### src/rtl/core/tpa_pkg.sv
package tpa_pkg;

  // Field and port widths
  localparam int TICK_W   = 16;
  localparam int CFG_W    = 8;
  localparam int WAIT_W   = 15;
  localparam int NUM_REGS = 8;
  localparam int REG_IDX_W = $clog2(NUM_REGS);
  localparam int ADDR_W   = REG_IDX_W + 2;
  localparam int DATA_W   = 32;

  // Timing constants, in 0.5 us timer counts
  localparam int DELAY_SCALE       = 111;
  localparam int DELAY_OFFSET      = 9;
  localparam int STARTUP_SPAN      = 160;
  localparam int RUN_SPAN          = 130;
  localparam int PULSE_WIDTH       = 200;
  localparam int WAIT_MAX          = 32767;
  localparam int STARTUP_END_ANGLE = 140;

  // State after reset
  localparam int RESET_ANGLE  = 170;
  localparam int RESET_TARGET = 140;

  // Remainder lanes of the tick divider
  localparam int NUM_LANES   = 3;
  localparam int LANE_PULSE  = 0;
  localparam int LANE_SWITCH = 1;
  localparam int LANE_RAMP   = 2;

  typedef enum logic [1:0] {
    FUNC_TICK  = 2'd0,
    FUNC_START = 2'd1,
    FUNC_STOP  = 2'd2,
    FUNC_INIT  = 2'd3
  } func_e;

  // Switch event codes; the fourth code is not an event
  localparam logic [1:0] EV_NONE  = 2'd0;
  localparam logic [1:0] EV_PLUS  = 2'd1;
  localparam logic [1:0] EV_MINUS = 2'd2;

  typedef enum logic [REG_IDX_W-1:0] {
    REG_INIT_ANGLE = 3'd0,
    REG_STOP_ANGLE = 3'd1,
    REG_SLOW_LEVEL = 3'd2,
    REG_MID_LEVEL  = 3'd3,
    REG_FAST_LEVEL = 3'd4,
    REG_PULSE_DIV  = 3'd5,
    REG_SWITCH_DIV = 3'd6,
    REG_RAMP_DIV   = 3'd7
  } reg_e;

  typedef struct packed {
    logic [CFG_W-1:0] initial_angle;
    logic [CFG_W-1:0] stop_angle;
    logic [CFG_W-1:0] slow_level;
    logic [CFG_W-1:0] mid_level;
    logic [CFG_W-1:0] fast_level;
    logic [CFG_W-1:0] pulse_divisor;
    logic [CFG_W-1:0] switch_divisor;
    logic [CFG_W-1:0] ramp_divisor;
  } cfg_t;

  typedef struct packed {
    logic load;    // capture the accepted item, clear the lanes
    logic step;    // one remainder bit in every lane
    logic mult;    // register the delay and wait products
    logic commit;  // update state, load the result register
  } cmd_t;

  typedef struct packed {
    logic div_last;  // the lanes take their last bit this cycle
  } status_t;

endpackage

### src/rtl/core/tpa_in_if.sv
interface tpa_in_if;
  logic                        valid;
  logic                        ready;
  logic [1:0]                  func;
  logic [tpa_pkg::TICK_W-1:0]  tick_count;
  logic [1:0]                  switch_event;
  logic                        switch_busy;

  modport source (
    output valid, func, tick_count, switch_event, switch_busy,
    input  ready
  );

  modport sink (
    input  valid, func, tick_count, switch_event, switch_busy,
    output ready
  );
endinterface

### src/rtl/core/tpa_out_if.sv
interface tpa_out_if;
  logic                        valid;
  logic                        ready;
  logic [7:0]                  angle;
  logic [tpa_pkg::WAIT_W-1:0]  fire_delay;
  logic                        fire_pulse;
  logic [tpa_pkg::WAIT_W-1:0]  after_wait;
  logic                        angle_changed;
  logic                        startup_active;

  modport source (
    output valid, angle, fire_delay, fire_pulse, after_wait, angle_changed,
           startup_active,
    input  ready
  );

  modport sink (
    input  valid, angle, fire_delay, fire_pulse, after_wait, angle_changed,
           startup_active,
    output ready
  );
endinterface

### src/rtl/core/tpa_regs.sv
module tpa_regs (
  input  logic                         clk_i,
  input  logic                         rst_ni,
  input  logic                         psel,
  input  logic                         penable,
  input  logic                         pwrite,
  input  logic [tpa_pkg::ADDR_W-1:0]   paddr,
  input  logic [tpa_pkg::DATA_W-1:0]   pwdata,
  output logic [tpa_pkg::DATA_W-1:0]   prdata,
  output logic                         pready,
  output tpa_pkg::cfg_t                cfg_o
);

  tpa_pkg::cfg_t                    cfg_q;
  tpa_pkg::reg_e                    idx;
  logic [tpa_pkg::CFG_W-1:0]        rd_val;
  logic [tpa_pkg::CFG_W-1:0]        wr_val;

  assign idx    = tpa_pkg::reg_e'(paddr[tpa_pkg::ADDR_W-1:2]);
  assign wr_val = pwdata[tpa_pkg::CFG_W-1:0];
  assign pready = 1'b1;
  assign cfg_o  = cfg_q;

  always_ff @(posedge clk_i or negedge rst_ni) begin
    if (!rst_ni) begin
      cfg_q.initial_angle  <= 8'd170;
      cfg_q.stop_angle     <= 8'd170;
      cfg_q.slow_level     <= 8'd140;
      cfg_q.mid_level      <= 8'd90;
      cfg_q.fast_level     <= 8'd10;
      cfg_q.pulse_divisor  <= 8'd2;
      cfg_q.switch_divisor <= 8'd2;
      cfg_q.ramp_divisor   <= 8'd2;
    end else if (psel && penable && pwrite) begin
      unique case (idx)
        tpa_pkg::REG_INIT_ANGLE: cfg_q.initial_angle  <= wr_val;
        tpa_pkg::REG_STOP_ANGLE: cfg_q.stop_angle     <= wr_val;
        tpa_pkg::REG_SLOW_LEVEL: cfg_q.slow_level     <= wr_val;
        tpa_pkg::REG_MID_LEVEL:  cfg_q.mid_level      <= wr_val;
        tpa_pkg::REG_FAST_LEVEL: cfg_q.fast_level     <= wr_val;
        tpa_pkg::REG_PULSE_DIV:  cfg_q.pulse_divisor  <= wr_val;
        tpa_pkg::REG_SWITCH_DIV: cfg_q.switch_divisor <= wr_val;
        tpa_pkg::REG_RAMP_DIV:   cfg_q.ramp_divisor   <= wr_val;
        default: ;
      endcase
    end
  end

  always_comb begin
    unique case (idx)
      tpa_pkg::REG_INIT_ANGLE: rd_val = cfg_q.initial_angle;
      tpa_pkg::REG_STOP_ANGLE: rd_val = cfg_q.stop_angle;
      tpa_pkg::REG_SLOW_LEVEL: rd_val = cfg_q.slow_level;
      tpa_pkg::REG_MID_LEVEL:  rd_val = cfg_q.mid_level;
      tpa_pkg::REG_FAST_LEVEL: rd_val = cfg_q.fast_level;
      tpa_pkg::REG_PULSE_DIV:  rd_val = cfg_q.pulse_divisor;
      tpa_pkg::REG_SWITCH_DIV: rd_val = cfg_q.switch_divisor;
      tpa_pkg::REG_RAMP_DIV:   rd_val = cfg_q.ramp_divisor;
      default:                 rd_val = '0;
    endcase
  end

  assign prdata = tpa_pkg::DATA_W'(rd_val);

endmodule

### src/rtl/core/tpa_ctrl.sv
module tpa_ctrl (
  input  logic              clk_i,
  input  logic              rst_ni,
  input  logic              in_valid_i,
  output logic              in_ready_o,
  input  logic              out_ready_i,
  output logic              out_valid_o,
  input  tpa_pkg::status_t  status_i,
  output tpa_pkg::cmd_t     cmd_o
);

  typedef enum logic [1:0] {
    ST_IDLE,
    ST_DIVIDE,
    ST_MULTIPLY,
    ST_APPLY
  } state_e;

  state_e state_q, state_d;
  logic   out_valid_q, out_valid_d;
  logic   slot_free;

  // The result register may be reloaded in the cycle its transfer completes
  assign slot_free  = !out_valid_q || out_ready_i;
  assign in_ready_o = (state_q == ST_IDLE);
  assign out_valid_o = out_valid_q;

  always_comb begin
    cmd_o.load   = (state_q == ST_IDLE) && in_valid_i;
    cmd_o.step   = (state_q == ST_DIVIDE);
    cmd_o.mult   = (state_q == ST_MULTIPLY);
    cmd_o.commit = (state_q == ST_APPLY) && slot_free;
  end

  always_comb begin
    state_d = state_q;
    unique case (state_q)
      ST_IDLE:     if (in_valid_i) state_d = ST_DIVIDE;
      ST_DIVIDE:   if (status_i.div_last) state_d = ST_MULTIPLY;
      ST_MULTIPLY: state_d = ST_APPLY;
      ST_APPLY:    if (slot_free) state_d = ST_IDLE;
      default:     state_d = ST_IDLE;
    endcase
  end

  always_comb begin
    if (cmd_o.commit) begin
      out_valid_d = 1'b1;
    end else if (out_ready_i) begin
      out_valid_d = 1'b0;
    end else begin
      out_valid_d = out_valid_q;
    end
  end

  always_ff @(posedge clk_i or negedge rst_ni) begin
    if (!rst_ni) begin
      state_q     <= ST_IDLE;
      out_valid_q <= 1'b0;
    end else begin
      state_q     <= state_d;
      out_valid_q <= out_valid_d;
    end
  end

endmodule

### src/rtl/core/tpa_dp.sv
module tpa_dp #(
  parameter int ANGLE_BITS = 8
) (
  input  logic                         clk_i,
  input  logic                         rst_ni,
  input  tpa_pkg::cmd_t                cmd_i,
  output tpa_pkg::status_t             status_o,
  input  tpa_pkg::cfg_t                cfg_i,
  input  logic [1:0]                   func_i,
  input  logic [tpa_pkg::TICK_W-1:0]   tick_count_i,
  input  logic [1:0]                   switch_event_i,
  input  logic                         switch_busy_i,
  output logic [7:0]                   angle_o,
  output logic [tpa_pkg::WAIT_W-1:0]   fire_delay_o,
  output logic                         fire_pulse_o,
  output logic [tpa_pkg::WAIT_W-1:0]   after_wait_o,
  output logic                         angle_changed_o,
  output logic                         startup_active_o
);

  localparam int AW    = ANGLE_BITS;
  localparam int PW    = ANGLE_BITS + 12;
  localparam int CNT_W = $clog2(tpa_pkg::TICK_W);
  localparam int CW    = tpa_pkg::CFG_W;

  localparam logic signed [PW-1:0] SCALE_S  = PW'(tpa_pkg::DELAY_SCALE);
  localparam logic signed [PW-1:0] OFFSET_S = PW'(tpa_pkg::DELAY_OFFSET);
  localparam logic signed [PW-1:0] SPAN_ST  = PW'(tpa_pkg::STARTUP_SPAN);
  localparam logic signed [PW-1:0] SPAN_RUN = PW'(tpa_pkg::RUN_SPAN);
  localparam logic signed [PW-1:0] PULSE_S  = PW'(tpa_pkg::PULSE_WIDTH);
  localparam logic signed [PW-1:0] WMAX_S   = PW'(tpa_pkg::WAIT_MAX);

  function automatic logic [tpa_pkg::WAIT_W-1:0] sat_wait(input logic signed [PW-1:0] v);
    logic [tpa_pkg::WAIT_W-1:0] r;
    if (v < 0) begin
      r = '0;
    end else if (v > WMAX_S) begin
      r = tpa_pkg::WAIT_W'(tpa_pkg::WAIT_MAX);
    end else begin
      r = v[tpa_pkg::WAIT_W-1:0];
    end
    return r;
  endfunction

  // Captured item
  tpa_pkg::func_e               func_q;
  logic [tpa_pkg::TICK_W-1:0]   tick_q;
  logic                         tick_zero_q;
  logic [1:0]                   ev_q;
  logic                         busy_q;

  // Remainder lanes
  logic [CW-1:0]                rem_q [tpa_pkg::NUM_LANES];
  logic [CW-1:0]                rem_d [tpa_pkg::NUM_LANES];
  logic [CW-1:0]                lane_div [tpa_pkg::NUM_LANES];
  logic [CW:0]                  lane_sh [tpa_pkg::NUM_LANES];
  logic [tpa_pkg::NUM_LANES-1:0] hit;
  logic [CNT_W-1:0]             cnt_q;

  // Products
  logic signed [PW-1:0]         off_s, span_s;
  logic signed [PW-1:0]         dprod_q, wprod_q;

  // Controller state
  logic [AW-1:0]                angle_q, target_q;
  logic [1:0]                   pend_q;
  logic                         startup_q;

  // Apply step
  logic [AW-1:0]                slow_a, mid_a, fast_a;
  logic [1:0]                   pend_lat, pend_sw, pend_new;
  logic [AW-1:0]                tgt_sw, tgt_new, base, angle_new;
  logic                         ramp_en, moved, startup_new;

  assign lane_div[tpa_pkg::LANE_PULSE]  = cfg_i.pulse_divisor;
  assign lane_div[tpa_pkg::LANE_SWITCH] = cfg_i.switch_divisor;
  assign lane_div[tpa_pkg::LANE_RAMP]   = cfg_i.ramp_divisor;

  // Restoring remainder, one tick bit per cycle in every lane
  always_comb begin
    for (int l = 0; l < tpa_pkg::NUM_LANES; l++) begin
      lane_sh[l] = {rem_q[l], tick_q[tpa_pkg::TICK_W-1]};
      if (lane_sh[l] >= {1'b0, lane_div[l]}) begin
        rem_d[l] = CW'(lane_sh[l] - {1'b0, lane_div[l]});
      end else begin
        rem_d[l] = lane_sh[l][CW-1:0];
      end
      hit[l] = (lane_div[l] == '0) || tick_zero_q || (rem_q[l] == '0);
    end
  end

  assign status_o.div_last = cmd_i.step && (cnt_q == CNT_W'(tpa_pkg::TICK_W - 1));

  always_ff @(posedge clk_i) begin
    if (cmd_i.load) begin
      func_q      <= tpa_pkg::func_e'(func_i);
      tick_q      <= tick_count_i;
      tick_zero_q <= (tick_count_i == '0);
      ev_q        <= switch_event_i;
      busy_q      <= switch_busy_i;
      cnt_q       <= '0;
      for (int l = 0; l < tpa_pkg::NUM_LANES; l++) begin
        rem_q[l] <= '0;
      end
    end else if (cmd_i.step) begin
      tick_q <= {tick_q[tpa_pkg::TICK_W-2:0], 1'b0};
      cnt_q  <= cnt_q + CNT_W'(1);
      for (int l = 0; l < tpa_pkg::NUM_LANES; l++) begin
        rem_q[l] <= rem_d[l];
      end
    end
  end

  // Delay and wait products from the angle and startup flag before this item
  assign off_s  = $signed(PW'(angle_q)) - OFFSET_S;
  assign span_s = startup_q ? SPAN_ST : SPAN_RUN;

  always_ff @(posedge clk_i) begin
    if (cmd_i.mult) begin
      dprod_q <= off_s * SCALE_S;
      wprod_q <= (span_s - off_s) * SCALE_S;
    end
  end

  assign slow_a = AW'(cfg_i.slow_level);
  assign mid_a  = AW'(cfg_i.mid_level);
  assign fast_a = AW'(cfg_i.fast_level);

  // Latch the event, then the level change on switch ticks
  always_comb begin
    pend_lat = ((ev_q == tpa_pkg::EV_PLUS) || (ev_q == tpa_pkg::EV_MINUS)) ? ev_q : pend_q;
    pend_sw  = pend_lat;
    tgt_sw   = target_q;
    if (hit[tpa_pkg::LANE_SWITCH] && !busy_q) begin
      if (pend_lat == tpa_pkg::EV_PLUS) begin
        if (target_q == slow_a) begin
          tgt_sw = mid_a;
        end else if (target_q == mid_a) begin
          tgt_sw = fast_a;
        end
        pend_sw = tpa_pkg::EV_NONE;
      end else if (pend_lat == tpa_pkg::EV_MINUS) begin
        if (target_q == slow_a) begin
          tgt_sw = slow_a;
        end else if (target_q == mid_a) begin
          tgt_sw = slow_a;
        end else if (target_q == fast_a) begin
          tgt_sw = mid_a;
        end
        pend_sw = tpa_pkg::EV_NONE;
      end
    end
  end

  always_comb begin
    unique case (func_q)
      tpa_pkg::FUNC_TICK: begin
        base     = angle_q;
        tgt_new  = tgt_sw;
        pend_new = pend_sw;
        ramp_en  = hit[tpa_pkg::LANE_RAMP];
      end
      tpa_pkg::FUNC_START: begin
        base     = slow_a;
        tgt_new  = target_q;
        pend_new = pend_q;
        ramp_en  = 1'b1;
      end
      tpa_pkg::FUNC_STOP: begin
        base     = AW'(cfg_i.stop_angle);
        tgt_new  = target_q;
        pend_new = pend_q;
        ramp_en  = 1'b1;
      end
      tpa_pkg::FUNC_INIT: begin
        base     = AW'(cfg_i.initial_angle);
        tgt_new  = slow_a;
        pend_new = tpa_pkg::EV_NONE;
        ramp_en  = 1'b1;
      end
      default: begin
        base     = angle_q;
        tgt_new  = target_q;
        pend_new = pend_q;
        ramp_en  = 1'b0;
      end
    endcase
  end

  // One ramp step toward the target
  always_comb begin
    angle_new = base;
    moved     = 1'b0;
    if (ramp_en && (base > tgt_new)) begin
      angle_new = base - AW'(1);
      moved     = 1'b1;
    end else if (ramp_en && (base < tgt_new)) begin
      angle_new = base + AW'(1);
      moved     = 1'b1;
    end
    if (func_q == tpa_pkg::FUNC_INIT) begin
      startup_new = 1'b1;
    end else if (ramp_en && (angle_new == AW'(tpa_pkg::STARTUP_END_ANGLE))) begin
      startup_new = 1'b0;
    end else begin
      startup_new = startup_q;
    end
  end

  always_ff @(posedge clk_i or negedge rst_ni) begin
    if (!rst_ni) begin
      angle_q   <= AW'(tpa_pkg::RESET_ANGLE);
      target_q  <= AW'(tpa_pkg::RESET_TARGET);
      pend_q    <= tpa_pkg::EV_NONE;
      startup_q <= 1'b1;
    end else if (cmd_i.commit) begin
      angle_q   <= angle_new;
      target_q  <= tgt_new;
      pend_q    <= pend_new;
      startup_q <= startup_new;
    end
  end

  // Result register
  always_ff @(posedge clk_i) begin
    if (cmd_i.commit) begin
      angle_o          <= angle_new[7:0];
      angle_changed_o  <= moved;
      startup_active_o <= startup_new;
      if (func_q == tpa_pkg::FUNC_TICK) begin
        fire_delay_o <= sat_wait(dprod_q);
        fire_pulse_o <= hit[tpa_pkg::LANE_PULSE];
        after_wait_o <= sat_wait(wprod_q - PULSE_S);
      end else begin
        fire_delay_o <= '0;
        fire_pulse_o <= 1'b0;
        after_wait_o <= '0;
      end
    end
  end

endmodule

### src/rtl/core/triac_phase_angle_soft_ramp.sv
// Phase-angle triac speed controller with a soft ramp. Each item on in_i is a
// tick (func 0) or a start, stop or init command; each gives exactly one
// result on out_o: the firing angle after the item, the firing delay and the
// wait after the fixed 200-count pulse (0.5 us counts, clamped to 0..32767),
// the pulse flag, whether the ramp moved the angle, and the startup flag.
// Pulse, switch and ramp actions happen on ticks whose count is a multiple of
// the matching divisor register; a divisor of 0 or a tick count of 0 means
// every tick. One item is in work at a time and goes through an accept step,
// a divide step in which three remainder lanes walk the 16-bit tick count
// one bit per cycle, a step for the delay and wait products, and an apply
// step for the switch and ramp step and the result register load. A new item
// is taken while the previous result waits for its transfer; the apply step
// holds only while that result is still unread. Registers sit at byte address
// 4*i on the APB port and must be written only while the block is idle; the
// block itself does not enforce this.
module triac_phase_angle_soft_ramp #(
  parameter int ANGLE_BITS = 8
) (
  input  logic                        clk_i,
  input  logic                        rst_ni,
  tpa_in_if.sink                      in_i,
  tpa_out_if.source                   out_o,
  input  logic                        psel,
  input  logic                        penable,
  input  logic                        pwrite,
  input  logic [tpa_pkg::ADDR_W-1:0]  paddr,
  input  logic [tpa_pkg::DATA_W-1:0]  pwdata,
  output logic [tpa_pkg::DATA_W-1:0]  prdata,
  output logic                        pready
);

  tpa_pkg::cfg_t    cfg;
  tpa_pkg::cmd_t    cmd;
  tpa_pkg::status_t status;

  // Configuration registers
  tpa_regs u_regs (
    .clk_i   (clk_i),
    .rst_ni  (rst_ni),
    .psel    (psel),
    .penable (penable),
    .pwrite  (pwrite),
    .paddr   (paddr),
    .pwdata  (pwdata),
    .prdata  (prdata),
    .pready  (pready),
    .cfg_o   (cfg)
  );

  // Sequencer: accept, divide, multiply, apply
  tpa_ctrl u_ctrl (
    .clk_i       (clk_i),
    .rst_ni      (rst_ni),
    .in_valid_i  (in_i.valid),
    .in_ready_o  (in_i.ready),
    .out_ready_i (out_o.ready),
    .out_valid_o (out_o.valid),
    .status_i    (status),
    .cmd_o       (cmd)
  );

  // Remainder lanes, products, angle state and result register
  tpa_dp #(
    .ANGLE_BITS (ANGLE_BITS)
  ) u_dp (
    .clk_i            (clk_i),
    .rst_ni           (rst_ni),
    .cmd_i            (cmd),
    .status_o         (status),
    .cfg_i            (cfg),
    .func_i           (in_i.func),
    .tick_count_i     (in_i.tick_count),
    .switch_event_i   (in_i.switch_event),
    .switch_busy_i    (in_i.switch_busy),
    .angle_o          (out_o.angle),
    .fire_delay_o     (out_o.fire_delay),
    .fire_pulse_o     (out_o.fire_pulse),
    .after_wait_o     (out_o.after_wait),
    .angle_changed_o  (out_o.angle_changed),
    .startup_active_o (out_o.startup_active)
  );

  // Drop ready for the cycles an accepted item is in work
  a_busy_after_accept : assert property (@(posedge clk_i) disable iff (!rst_ni)
    (in_i.valid && in_i.ready) |=> !in_i.ready)
    else $error("input taken while an item is in work");

  // A committed item always shows up as a valid result
  a_commit_shows_result : assert property (@(posedge clk_i) disable iff (!rst_ni)
    cmd.commit |=> out_o.valid)
    else $error("result register loaded without valid");

  // Apply never overlaps an input transfer
  a_commit_not_idle : assert property (@(posedge clk_i) disable iff (!rst_ni)
    cmd.commit |-> !in_i.ready)
    else $error("apply step while accepting input");

  // The last remainder bit is followed by the multiply step
  a_div_then_mult : assert property (@(posedge clk_i) disable iff (!rst_ni)
    status.div_last |=> cmd.mult)
    else $error("multiply step missed after the divide");

endmodule

### src/flat_wrapper.sv
// flat-port wrapper written by rule: the top's interface ports become plain ports
module triac_phase_angle_soft_ramp_flat 
#(
  parameter int ANGLE_BITS = 8
)
  (clk_i, rst_ni, psel, penable, pwrite, paddr, pwdata, prdata, pready, in_i_valid, in_i_func, in_i_tick_count, in_i_switch_event, in_i_switch_busy, in_i_ready, out_o_valid, out_o_angle, out_o_fire_delay, out_o_fire_pulse, out_o_after_wait, out_o_angle_changed, out_o_startup_active, out_o_ready);
  tpa_in_if in_i_i ();
  tpa_out_if out_o_i ();
  input  logic clk_i;
  input  logic rst_ni;
  input  logic psel;
  input  logic penable;
  input  logic pwrite;
  input  logic [tpa_pkg::ADDR_W-1:0] paddr;
  input  logic [tpa_pkg::DATA_W-1:0] pwdata;
  output logic [tpa_pkg::DATA_W-1:0] prdata;
  output logic pready;
  input wire logic [$bits(in_i_i.valid)-1:0] in_i_valid;
  input wire logic [$bits(in_i_i.func)-1:0] in_i_func;
  input wire logic [$bits(in_i_i.tick_count)-1:0] in_i_tick_count;
  input wire logic [$bits(in_i_i.switch_event)-1:0] in_i_switch_event;
  input wire logic [$bits(in_i_i.switch_busy)-1:0] in_i_switch_busy;
  output wire logic [$bits(in_i_i.ready)-1:0] in_i_ready;
  output wire logic [$bits(out_o_i.valid)-1:0] out_o_valid;
  output wire logic [$bits(out_o_i.angle)-1:0] out_o_angle;
  output wire logic [$bits(out_o_i.fire_delay)-1:0] out_o_fire_delay;
  output wire logic [$bits(out_o_i.fire_pulse)-1:0] out_o_fire_pulse;
  output wire logic [$bits(out_o_i.after_wait)-1:0] out_o_after_wait;
  output wire logic [$bits(out_o_i.angle_changed)-1:0] out_o_angle_changed;
  output wire logic [$bits(out_o_i.startup_active)-1:0] out_o_startup_active;
  input wire logic [$bits(out_o_i.ready)-1:0] out_o_ready;
  assign in_i_i.valid = in_i_valid;
  assign in_i_i.func = in_i_func;
  assign in_i_i.tick_count = in_i_tick_count;
  assign in_i_i.switch_event = in_i_switch_event;
  assign in_i_i.switch_busy = in_i_switch_busy;
  assign in_i_ready = in_i_i.ready;
  assign out_o_valid = out_o_i.valid;
  assign out_o_angle = out_o_i.angle;
  assign out_o_fire_delay = out_o_i.fire_delay;
  assign out_o_fire_pulse = out_o_i.fire_pulse;
  assign out_o_after_wait = out_o_i.after_wait;
  assign out_o_angle_changed = out_o_i.angle_changed;
  assign out_o_startup_active = out_o_i.startup_active;
  assign out_o_i.ready = out_o_ready;
  triac_phase_angle_soft_ramp #(.ANGLE_BITS(ANGLE_BITS)) u_core (.clk_i(clk_i), .rst_ni(rst_ni), .in_i(in_i_i), .out_o(out_o_i), .psel(psel), .penable(penable), .pwrite(pwrite), .paddr(paddr), .pwdata(pwdata), .prdata(prdata), .pready(pready));
endmodule
### config.mk
export PLATFORM = sky130hd
export DESIGN_NAME = triac_phase_angle_soft_ramp_flat
export DESIGN_NICKNAME = d
export VERILOG_FILES = /design/src/rtl/core/tpa_pkg.sv /design/src/rtl/core/tpa_in_if.sv /design/src/rtl/core/tpa_out_if.sv /design/src/rtl/core/tpa_regs.sv /design/src/rtl/core/tpa_ctrl.sv /design/src/rtl/core/tpa_dp.sv /design/src/rtl/core/triac_phase_angle_soft_ramp.sv /design/src/flat_wrapper.sv
export SDC_FILE = /design/constraint.sdc
export NUM_CORES = 1
export LEC_CHECK = 0
export ABC_CLOCK_PERIOD_IN_PS = 11150
export BUFFER_PORTS_ARGS = -buffer_cell sky130_fd_sc_hd__clkbuf_2
export CORE_ASPECT_RATIO = 1.2
export CORE_MARGIN = 5
export CORE_UTILIZATION = 35
export CTS_CLUSTER_DIAMETER = 200
export DETAILED_ROUTE_END_ITERATION = 10
export GPL_TIMING_DRIVEN = 0
export PLACE_DENSITY = 0.55
export SYNTH_ARGS = -nofsm -noshare
export SYNTH_HDL_FRONTEND = slang
export SYNTH_SLANG_ARGS = --single-unit
### constraint.sdc
create_clock -name clk_i -period 11.15 [get_ports clk_i]
set_input_delay 1.115 -clock clk_i [delete_from_list [all_inputs] [get_ports clk_i]]
set_output_delay 1.115 -clock clk_i [all_outputs]
set_load 0.02 [all_outputs]
# After elaboration in Yosys (flattened, before gate mapping)
# Memory sizes are Yosys's and may differ from the RTL's.
# Index checks and enable logic that the tools add are counted.
# Widths: inputs -> output; s select.
[totals]
regBits = 190
mem_bits_rw = 24
inputBits = 65
out_inout_bits = 76
mem_count = 1
[op_classes]
addsub = 9
n_mul = 2
n_lt_le_gt_ge = 9
n_eq_ne = 25
muxes = 44
bitwise = 5
reduce_logical = 45
[memory_table]
columns = ["name", "depth", "width", "read_ports", "rd_clocked_by_memory_dff", "wr", "line_no", "text"]
rows = [
  ["u_core.u_dp.rem_q", 3, 8, 3, 0, 3, "tpa_dp.sv:53", "logic [CW-1:0] rem_q [tpa_pkg::NUM_LANES];"],
]
[ops]
columns = ["op", "n"]
rows = [
  ["$mux 8", 16],
  ["$pmux 8 s8", 1],
  ["$logic_not 8->1", 6],
  ["$mux 16", 2],
  ["$pmux 8 s4", 1],
  ["$mux 15", 2],
  ["$ge 9x8->1", 3],
  ["$eq 8x8->1", 3],
  ["$pmux 8 s3", 1],
  ["$sub 8x8->8", 3],
  ["$gt 20x16->1 const B", 1],
  ["$lt 20x1->1 const B", 1],
  ["$sub 20x9->20 const B", 1],
  ["$mul 10x8->18 const B", 1],
  ["$reduce_and 2->1", 9],
  ["$gt 17x16->1 const B", 1],
  ["$lt 17x1->1 const B", 1],
  ["$mul 9x8->17 const B", 1],
  ["$logic_not 16->1", 1],
  ["$mux 2", 7],
  ["$eq 2x2->1 const B", 6],
  ["$eq 3x3->1 const B", 4],
  ["$mux 1", 10],
  ["$sub 9x9->10", 1],
  ["28 further kinds", 56],
]

# Longest topological paths before layout
# Gate-level depths: netlist (run 1).
[logic_depth]
word_depth = 16
ltp_mapped = 26

# Modules after synthesis
# Synthesis (run 1) repeated with hierarchy kept, for this count alone.
[unflattened]
cells_unflattened = 1527
area_unflattened_um2 = 15992.8
[by_module_without_submodules]
columns = ["module", "n_inst", "cells_each", "area_per_inst_um2"]
rows = [
  ["tpa_dp", 1, 1261, 12517.0],
  ["tpa_regs", 1, 245, 3236.9],
  ["tpa_ctrl", 1, 21, 239.0],
]

# Least setup slack after synthesis (run 1)
# OpenSTA, ideal clock, no wires.
[synth_path]
kind = "register to register"
start = "register u_core.u_dp.angle_q[0]"
end = "register u_core.u_dp.wprod_q[16] (data pin)"
setup_time_ns = 0.274
t_arrival_ns = 6.232
slack_ns = 4.645
path_stages_with_launch = 24
n_path_buf = 1
path_cell_list = "dfrtp_1 clkbuf_1 inv_1 ha_1 nand2b_1 a211oi_2 xnor2_1 inv_1 ha_1 inv_1 o21ai_0 xnor2_1 fa_1 fa_1 inv_1 fa_1 inv_1 ha_1 or2_2 a41oi_1 o21bai_1 a2111oi_0 o41ai_1 xor2_1"
[synth_via]
elab_chain_cells = 3
[synth_lines]
columns = ["element", "line_no", "text"]
rows = [
  ["start: declaration", "tpa_dp.sv:65", "logic [AW-1:0] angle_q, target_q;"],
  ["start signal: assignment", "tpa_dp.sv:212", "angle_q <= AW'(tpa_pkg::RESET_ANGLE);"],
  ["start signal: assignment", "tpa_dp.sv:217", "angle_q <= angle_new;"],
  ["$sub 8x4->9", "tpa_dp.sv:115", "assign off_s = $signed(PW'(angle_q)) - OFFSET_S;"],
  ["named net u_core.u_dp.off_s[0]", "tpa_dp.sv:61", "logic signed [PW-1:0] off_s, span_s;"],
  ["$sub 9x9->10", "tpa_dp.sv:121", "wprod_q <= (span_s - off_s) * SCALE_S;"],
  ["$mul 10x8->18", "tpa_dp.sv:121", ""],
  ["end signal: assignment", "tpa_dp.sv:121", ""],
  ["end: declaration", "tpa_dp.sv:62", "logic signed [PW-1:0] dprod_q, wprod_q;"],
]
# The timed path passes the listed nets, and every way through them passes these cells.
# A chain may end at the register's enable or synchronous reset.

# Worst setup path in the final report (run 1)
# Ends and elaborated chain as after synthesis.

==> results of run 1 <==
## worst max-delay path by stage
stage / from / to / cells after the start
detailed placement: u_core.u_dp.angle_q[0] / u_core.u_dp.wprod_q[16] / 23
CTS: u_core.u_dp.angle_q[0] / u_core.u_dp.wprod_q[16] / 23
floorplan: u_core.u_dp.angle_q[0] / u_core.u_dp.wprod_q[16] / 23
global route: u_core.u_dp.angle_q[0] / u_core.u_dp.wprod_q[16] / 23
finish: u_core.u_dp.angle_q[0] / u_core.u_dp.wprod_q[16] / 23
global placement: u_core.u_dp.angle_q[0] / u_core.u_dp.wprod_q[16] / 23
## placed cells by master, fill, tap and decap left out, types with 15 or more instances in the layout
cell and instances:
buf_4 25, inv_1 192, xnor2_1 63, mux2_2 46
nor3_1 19, o21ai_0 91, clkbuf_2 88, ha_1 123
nor4_1 24, a21oi_1 86, mux2i_1 30, nor2b_1 15
dfrtp_1 58, fa_1 65, a21o_1 22, dfstp_2 28
conb_1 25, clkbuf_16 23, nand2_1 151, edfxtp_1 121
xor2_1 32, nand2b_1 18, clkbuf_1 36, nand3_1 25
nor2_1 111, a221oi_1 15
## final cells by class
cell class	instances	area (µm²)	area share, %
multi-input cells	1128	8720	49.1
repair buffers	91	518	2.92
clock buffers	29	628	3.54
inverters	193	724	4.08
plain buffers	75	419	2.36
clock inverters	13	126	0.712
flip-flops and latches	211	5900	33.3
well taps	565	707	3.98
## flip-flops by register name, summed over array words and instances, names as in the netlist, 4 cells and up
| register | flops |
|---|---|
| u_core.u_dp.angle_q | 8 |
| u_core.u_dp.fire_delay_o | 15 |
| u_core.u_regs.cfg_o | 64 |
| u_core.u_dp.dprod_q | 17 |
| u_core.u_dp.angle_o | 8 |
| u_core.u_dp.cnt_q | 4 |
| u_core.u_dp.after_wait_o | 15 |
| u_core.u_dp.target_q | 8 |
| u_core.u_dp.wprod_q | 17 |
| u_core.u_dp.tick_q | 16 |
| u_core.u_dp.rem_q | 24 |
## routing by layer
metal	vias to the layer above	GRT usage, %	wire length (µm)	share of wire [%]
li1	5742	-	-	-
met1	5700	20.4	17300	43
met2	289	27.6	19400	49
met3	67	2.10	1810	4.5
met4	0	5.38	1310	3.3
met5	-	0	0	0
## per-stage QoR
step | instance area [µm²] | worst slack, ns | hold WS [ns] | util [%] | cells
after global routing | 17700 | 2.70 | 0.506 | 39.8 | 2305
after detailed placement | 17000 | 3.18 | 0.503 | 38.1 | 2263
final | 17700 | 3.30 | 0.510 | 39.8 | 2305
after global placement | 16900 | 3.30 | 0.498 | 37.9 | 2260
after CTS | 17700 | 3.12 | 0.487 | 39.8 | 2305
after floorplan | 15800 | 4.64 | 0.480 | - | 1607
## logic make-up (layout without fill, tap and decap cells)
kind of cell             count (synthesis)  in the layout  share of synthesized area, %
other                                    2             25                        0.0479
buffers and inverters                  268            401                          7.29
AND/OR/NAND/NOR                        407            407                          12.0
flip-flops                             211            211                          37.6
adder cells (fa/ha/maj)                189            189                          18.2
AO/OA/AOI/OAI                          328            328                          13.5
multiplexers                            82             82                          5.86
XOR/XNOR                                97             97                          5.52
==> key figures, run 1 <==
Critical path
  – Worst Path Buf+Inv: 6
  – Worst path required time: around 11 ns
  – Sequence of cells on the critical path: clkbuf_1 > inv_1 > ha_1 > nand2b_1 > a211oi_2 > xnor2_1 > inv_1 > ha_1 > inv_1 > o21ai_0 > xnor2_1 > fa_1 > fa_1 > inv_1 > fa_1 > inv_1 > ha_1 > or2_2 > a41oi_1 > o21bai_1 > a2111oi_0 > o41ai_1 > xor2_1
  – Critical R2R Launch: u_core.u_dp.angle_q[0]
  – CP most frequent cell: inv_1
  – CP max FO: 12
  – Worst reg2reg setup slack: between 3 and 4 ns
  – Setup CP Type: register to register
  – Setup crit end kind: register
  – Critical path arrival: between 8 and 9 ns
  – CP delay by family, top: adder cells
  – Worst setup SP type: register
  – Reg-to-reg endpoint: u_core.u_dp.wprod_q[16]
  – Slowest CP cell: xnor2_1
  – R2R depth: 23
  – Worst stage delay on the critical path: 0.82 ns

Logic synthesis
  – Main synth FF type: edfxtp_1
  – Post-synth top area share: between 20% and 30%
  – Mean post-synth cell area: around 10 µm²
  – Mapped Area: roughly 0.016 mm²
  – Post-synthesis sequential area ratio: 37.6%
  – Netlist cell types: 79
  – Count leader, synth: inv_1
  – EDFF count, synth: 121
  – Commonest cells in the netlist: inv_1 (192), nand2_1 (152), ha_1 (124)
  – Register bit total from synthesis: 211
  – Synth area leader: edfxtp_1
  – Ys async rst share: 40.8%
  – Syn Inst Count: about 1600
  – Area contributors post-synth: edfxtp_1 (23%), ha_1 (9.9%), dfrtp_1 (9.3%), fa_1 (8.3%), dfstp_2 (4.7%)
  – Synth Warn #: 0

Clocking
  – Clk root buf: clkbuf_16
  – Post-CTS Hold Fix Bufs: 0
  – Max Root-Sink Buffers: 3
  – Worst-path clk slew: 0.06 ns
  – Post-CTS Resized: 0
  – H-tree depth: 1
  – Worst-skew pair later-pin latency: 0.55 ns
  – Num Clock Sinks: 211
  – Post-CTS Setup Inserts: 0
  – TritonCTS Buffers: 23
  – CTS tree: built

Detailed routing
  – DRC Markers: 0
  – WL final: 39.8 mm
  – Pre-antenna DRT Iters: 6
  – Final ANT Viol Nets: 0
  – Wire per inst: 17.3 µm
  – 1st-iter DRT viols: 646
  – Routed via count: 11800
  – Vias per cell: 5.12

Timing
  – Final hold viol count: 0
  – Skew final: 0.0188 ns
  – RSZ-0062 raised after global routing: no
  – Setup TNS: 0 ns
  – Tcrit/Tclk final: 70.4%
  – Worst Tran Pin Value: between 1 and 1.5 ns
  – Post-route minimum period: 7.85 ns
  – Endpoints failing setup: 0
  – Max-slew violations: 0
  – Max_slew headroom: 16.3%
  – Highest Clock Rate: 127 MHz

Floorplan
  – Die area: 0.0491 mm²
  – Initial core utilization: 35.2%
  – Ports: about 140
  – Core area: 0.0446 mm²
  – DIE WIDTH: 203 µm
  – Rows: between 80 and 90
  – Die Ht: 242 µm

Layout
  – Inserted Diodes: 0
  – Fillers: 4414
  – Syn-to-layout area delta: 13.2%
  – Nets@finish: 1977
  – Layout cells sized above 1: 15.3%

Global routing
  – Overflow after GRT: 0
  – Vias in the first global route: 11800
  – First-pass GRT wire length: roughly 64 mm
  – Largest net degree at the start of global routing: 65
  – Global Route Usage Sum: 15.9%
  – Initial antenna violation count: 0

Run status
  – Status: completed

Place
  – Buffers on Ports: 88
  – Final GP Congestion: 0.912
  – Post-DP HPWL: ~31 mm

Flow run
  – Max cap viols: 0

Min path
  – Tightest Hold Check Type: input pin to asynchronous set/reset pin
Power of run 1 is left out: the tool's default activity adds up to more than one toggle a clock period on the data nets, which glitch-free logic cannot reach.
==> inputs of run 2 (changes only) <==
--- a/config.mk
+++ b/config.mk
@@ -5,7 +5,7 @@
 export SDC_FILE = /design/constraint.sdc
 export NUM_CORES = 1
 export LEC_CHECK = 0
-export ABC_CLOCK_PERIOD_IN_PS = 11150
+export ABC_CLOCK_PERIOD_IN_PS = 6700
 export BUFFER_PORTS_ARGS = -buffer_cell sky130_fd_sc_hd__clkbuf_2
 export CORE_ASPECT_RATIO = 1.2
 export CORE_MARGIN = 5
@@ -13,7 +13,7 @@
 export CTS_CLUSTER_DIAMETER = 200
 export DETAILED_ROUTE_END_ITERATION = 10
 export GPL_TIMING_DRIVEN = 0
-export PLACE_DENSITY = 0.55
+export PLACE_DENSITY = 0.57
 export SYNTH_ARGS = -nofsm -noshare
 export SYNTH_HDL_FRONTEND = slang
 export SYNTH_SLANG_ARGS = --single-unit
==> constraint.sdc (replaced) <==
create_clock -name clk_i -period 6.7 [get_ports clk_i]
set_input_delay 0.67 -clock clk_i [delete_from_list [all_inputs] [get_ports clk_i]]
set_output_delay 0.67 -clock clk_i [all_outputs]
set_load 0.02 [all_outputs]
==> key figures, run 2 (synthesized netlist as in run 1, its figures left out) <==
Run status
  – Status: completed

Floorplan
  – Die area: 0.0491 mm² (unchanged)
  – DIE WIDTH: 203 µm (unchanged)
  – Initial core utilization: 35.2% (unchanged)
  – Die Ht: 242 µm (unchanged)
  – Rows: 85 (unchanged)
  – Core area: 0.0446 mm² (unchanged)
  – Ports: 141 (unchanged)

Detailed routing
  – Wire per inst: 17.3 µm (+0.27%)
  – Vias per cell: 5.15 (+0.57%)
  – WL final: 40.1 mm (+0.75%)
  – DRC Markers: 0 (unchanged)
  – Routed via count: 11900 (+1.1%)
  – Final ANT Viol Nets: 0 (unchanged)
  – 1st-iter DRT viols: 628 (-2.8%)
  – Pre-antenna DRT Iters: 6 (unchanged)

Global routing
  – Global Route Usage Sum: 16.2% (+0.30 points)
  – Vias in the first global route: 12200 (+3.2%)
  – GR peak layer: met2
  – Largest net degree at the start of global routing: 64 (-1.5%)
  – Overflow after GRT: 0 (unchanged)
  – First-pass GRT wire length: 65.1 mm (+1.9%)
  – Met1 Use GR: 20.4% (-0.072 points)
  – Met3 Use GR: 2.12% (+0.013 points)
  – GR Layer Usage met2: 28.4% (+0.84 points)
  – Initial antenna violation count: 0 (unchanged)

Timing
  – RSZ-0062 raised after global routing: no
  – Skew final: 0.0214 ns (+0.00260 ns)
  – Worst Tran Pin Value: 1.25 ns (+0.00333 ns)
  – Max_slew headroom: 16.1% (-0.22 points)
  – Final hold viol count: 0 (unchanged)
  – Final worst slack: 0.341 ns (-2.96 ns)
  – Setup TNS: 0 ns (unchanged)
  – Max-slew violations: 0 (unchanged)
  – Highest Clock Rate: 157 MHz (+23%)
  – Post-route minimum period: 6.36 ns (-1.49 ns)
  – Tcrit/Tclk final: 94.9% (+24 points)
  – Endpoints failing setup: 0 (unchanged)

Clocking
  – Num Clock Sinks: 211 (unchanged)
  – Max Root-Sink Buffers: 3 (unchanged)
  – H-tree depth: 1 (unchanged)
  – Clk root buf: clkbuf_16
  – TritonCTS Buffers: 25 (+8.7%)
  – CTS tree: built
  – Worst-path clk slew: 0.06 ns (about the same)
  – Worst-skew pair later-pin latency: 0.56 ns (about the same)

Layout
  – Layout cells sized above 1: 16.9% (+1.6 points)
  – Area of the multi-input gates: 0.00885 mm² (+1.5%)
  – Max reg flops: 64 (unchanged)
  – Finished Layout Cells: 2316 (+0.48%)
  – Most common cell after layout, fill and taps aside: inv_1
  – Final non-filler cell area: 0.0181 mm² (+1.7%)
  – Nets@finish: 1986 (+0.46%)
  – Syn-to-layout area delta: 15.2%
  – Most frequent cells in the layout: inv_1 (191), nand2_1 (150), ha_1 (123), edfxtp_1 (121), nor2_1 (110)
  – Fillers: 4360 (-1.2%)
  – Inserted Diodes: 0 (unchanged)
  – Sequential cell area: 0.00590 mm² (about the same)

Place
  – Final GP Congestion: 0.899 (-1.5%)
  – Buffers on Ports: 88 (unchanged)
  – Inst Count DP: 2263 (unchanged)
  – Post-DP HPWL: 30.9 mm (+0.23%)
  – Area of placed instances: 0.0170 mm² (unchanged)
  – Dpl ws: -1.29 ns (-4.47 ns)

Min path
  – Tightest Hold Check Type: input pin to asynchronous set/reset pin

Critical path
  – Worst stage delay on the critical path: 0.60 ns (-0.22 ns)
  – Worst setup SP type: register
  – Setup CP Type: register to register
  – Slowest CP cell: dfstp_2
  – Setup crit end kind: register
  – Critical path arrival: 6.64 ns (-1.48 ns)
  – Sequence of cells on the critical path: inv_1 > ha_1 > a21oi_2 > nor2_1 > xnor2_2 > inv_1 > ha_1 > xnor2_4 > ha_1 > fa_1 > fa_1 > inv_1 > fa_1 > inv_1 > ha_1 > or3_1 > a41oi_2 > o21bai_1 > a2111oi_2 > o41ai_1 > xor2_1
  – CP max FO: 6 (-6)
  – Worst path required time: 6.98 ns (-4.44 ns)

Flow run
  – Max cap viols: 0 (unchanged)
run 2: final cells by class:
class                   instances  share of cell area (%)
multi-input cells            1128                    49.0
flip-flops and latches        211                    32.7
clock buffers                  35                    4.07
inverters                     193                    4.03
well taps                     565                    3.92
repair buffers                 99                    3.20
plain buffers                  74                    2.30
clock inverters                11                   0.769
run 2: repair_timing:
action / in CTS / in global routing
pin swaps: 2 / 3
buffers inserted: 4 / 4
endpoints found under the setup margin: 8 / 5
gates resized for setup: 11 / 11
hold buffers: 0 / 0
run 2: final timing paths:
check                                       start  cells past startpoint                       to  slack, ns
max reg2reg                u_core.u_dp.angle_q[1]                     21  u_core.u_dp.wprod_q[16]       0.34
min in group clk_i           in_i_switch_event[1]                      1      u_core.u_dp.ev_q[1]       0.29
max                        u_core.u_dp.angle_q[1]                     21  u_core.u_dp.wprod_q[16]       0.34
max in group asynchronous                  rst_ni                      2   u_core.u_dp.angle_q[3]       5.93
min                                        rst_ni                      1  u_core.u_regs.cfg_o[34]       0.06
min reg2reg                u_core.u_dp.angle_q[5]                      2   u_core.u_dp.angle_q[5]       0.51
run 2: worst max-delay path: cells and delay by family, from the launching register on:
| kind | cells | cell delay [ns] |
|---|---|---|
| fa+ha+maj | 7 | 2.85 |
| compound gates | 5 | 1.13 |
| xor+xnor | 3 | 0.64 |
| flops | 1 | 0.60 |
| simple gates | 2 | 0.51 |
| buf+inv | 4 | 0.32 |
run 2: per-layer routing:
layer / vias up / routed length [µm]
met5: - / 0
met4: 0 / 1540
met3: 87 / 1840
met2: 288 / 19900
met1: 5772 / 16900
li1: 5775 / -
run 2: stage by stage:
step | hold slack (ns) | util, %
6_report | 0.0592 | 40.5
5_1_grt | 0.0697 | 40.5
4_1_cts | 0.0464 | 40.3
3_5_place_dp | 0.508 | 38.1
3_3_place_gp | 0.498 | 37.9
2_1_floorplan | 0.374 | -
Power of run 2 is left out for the same reason.
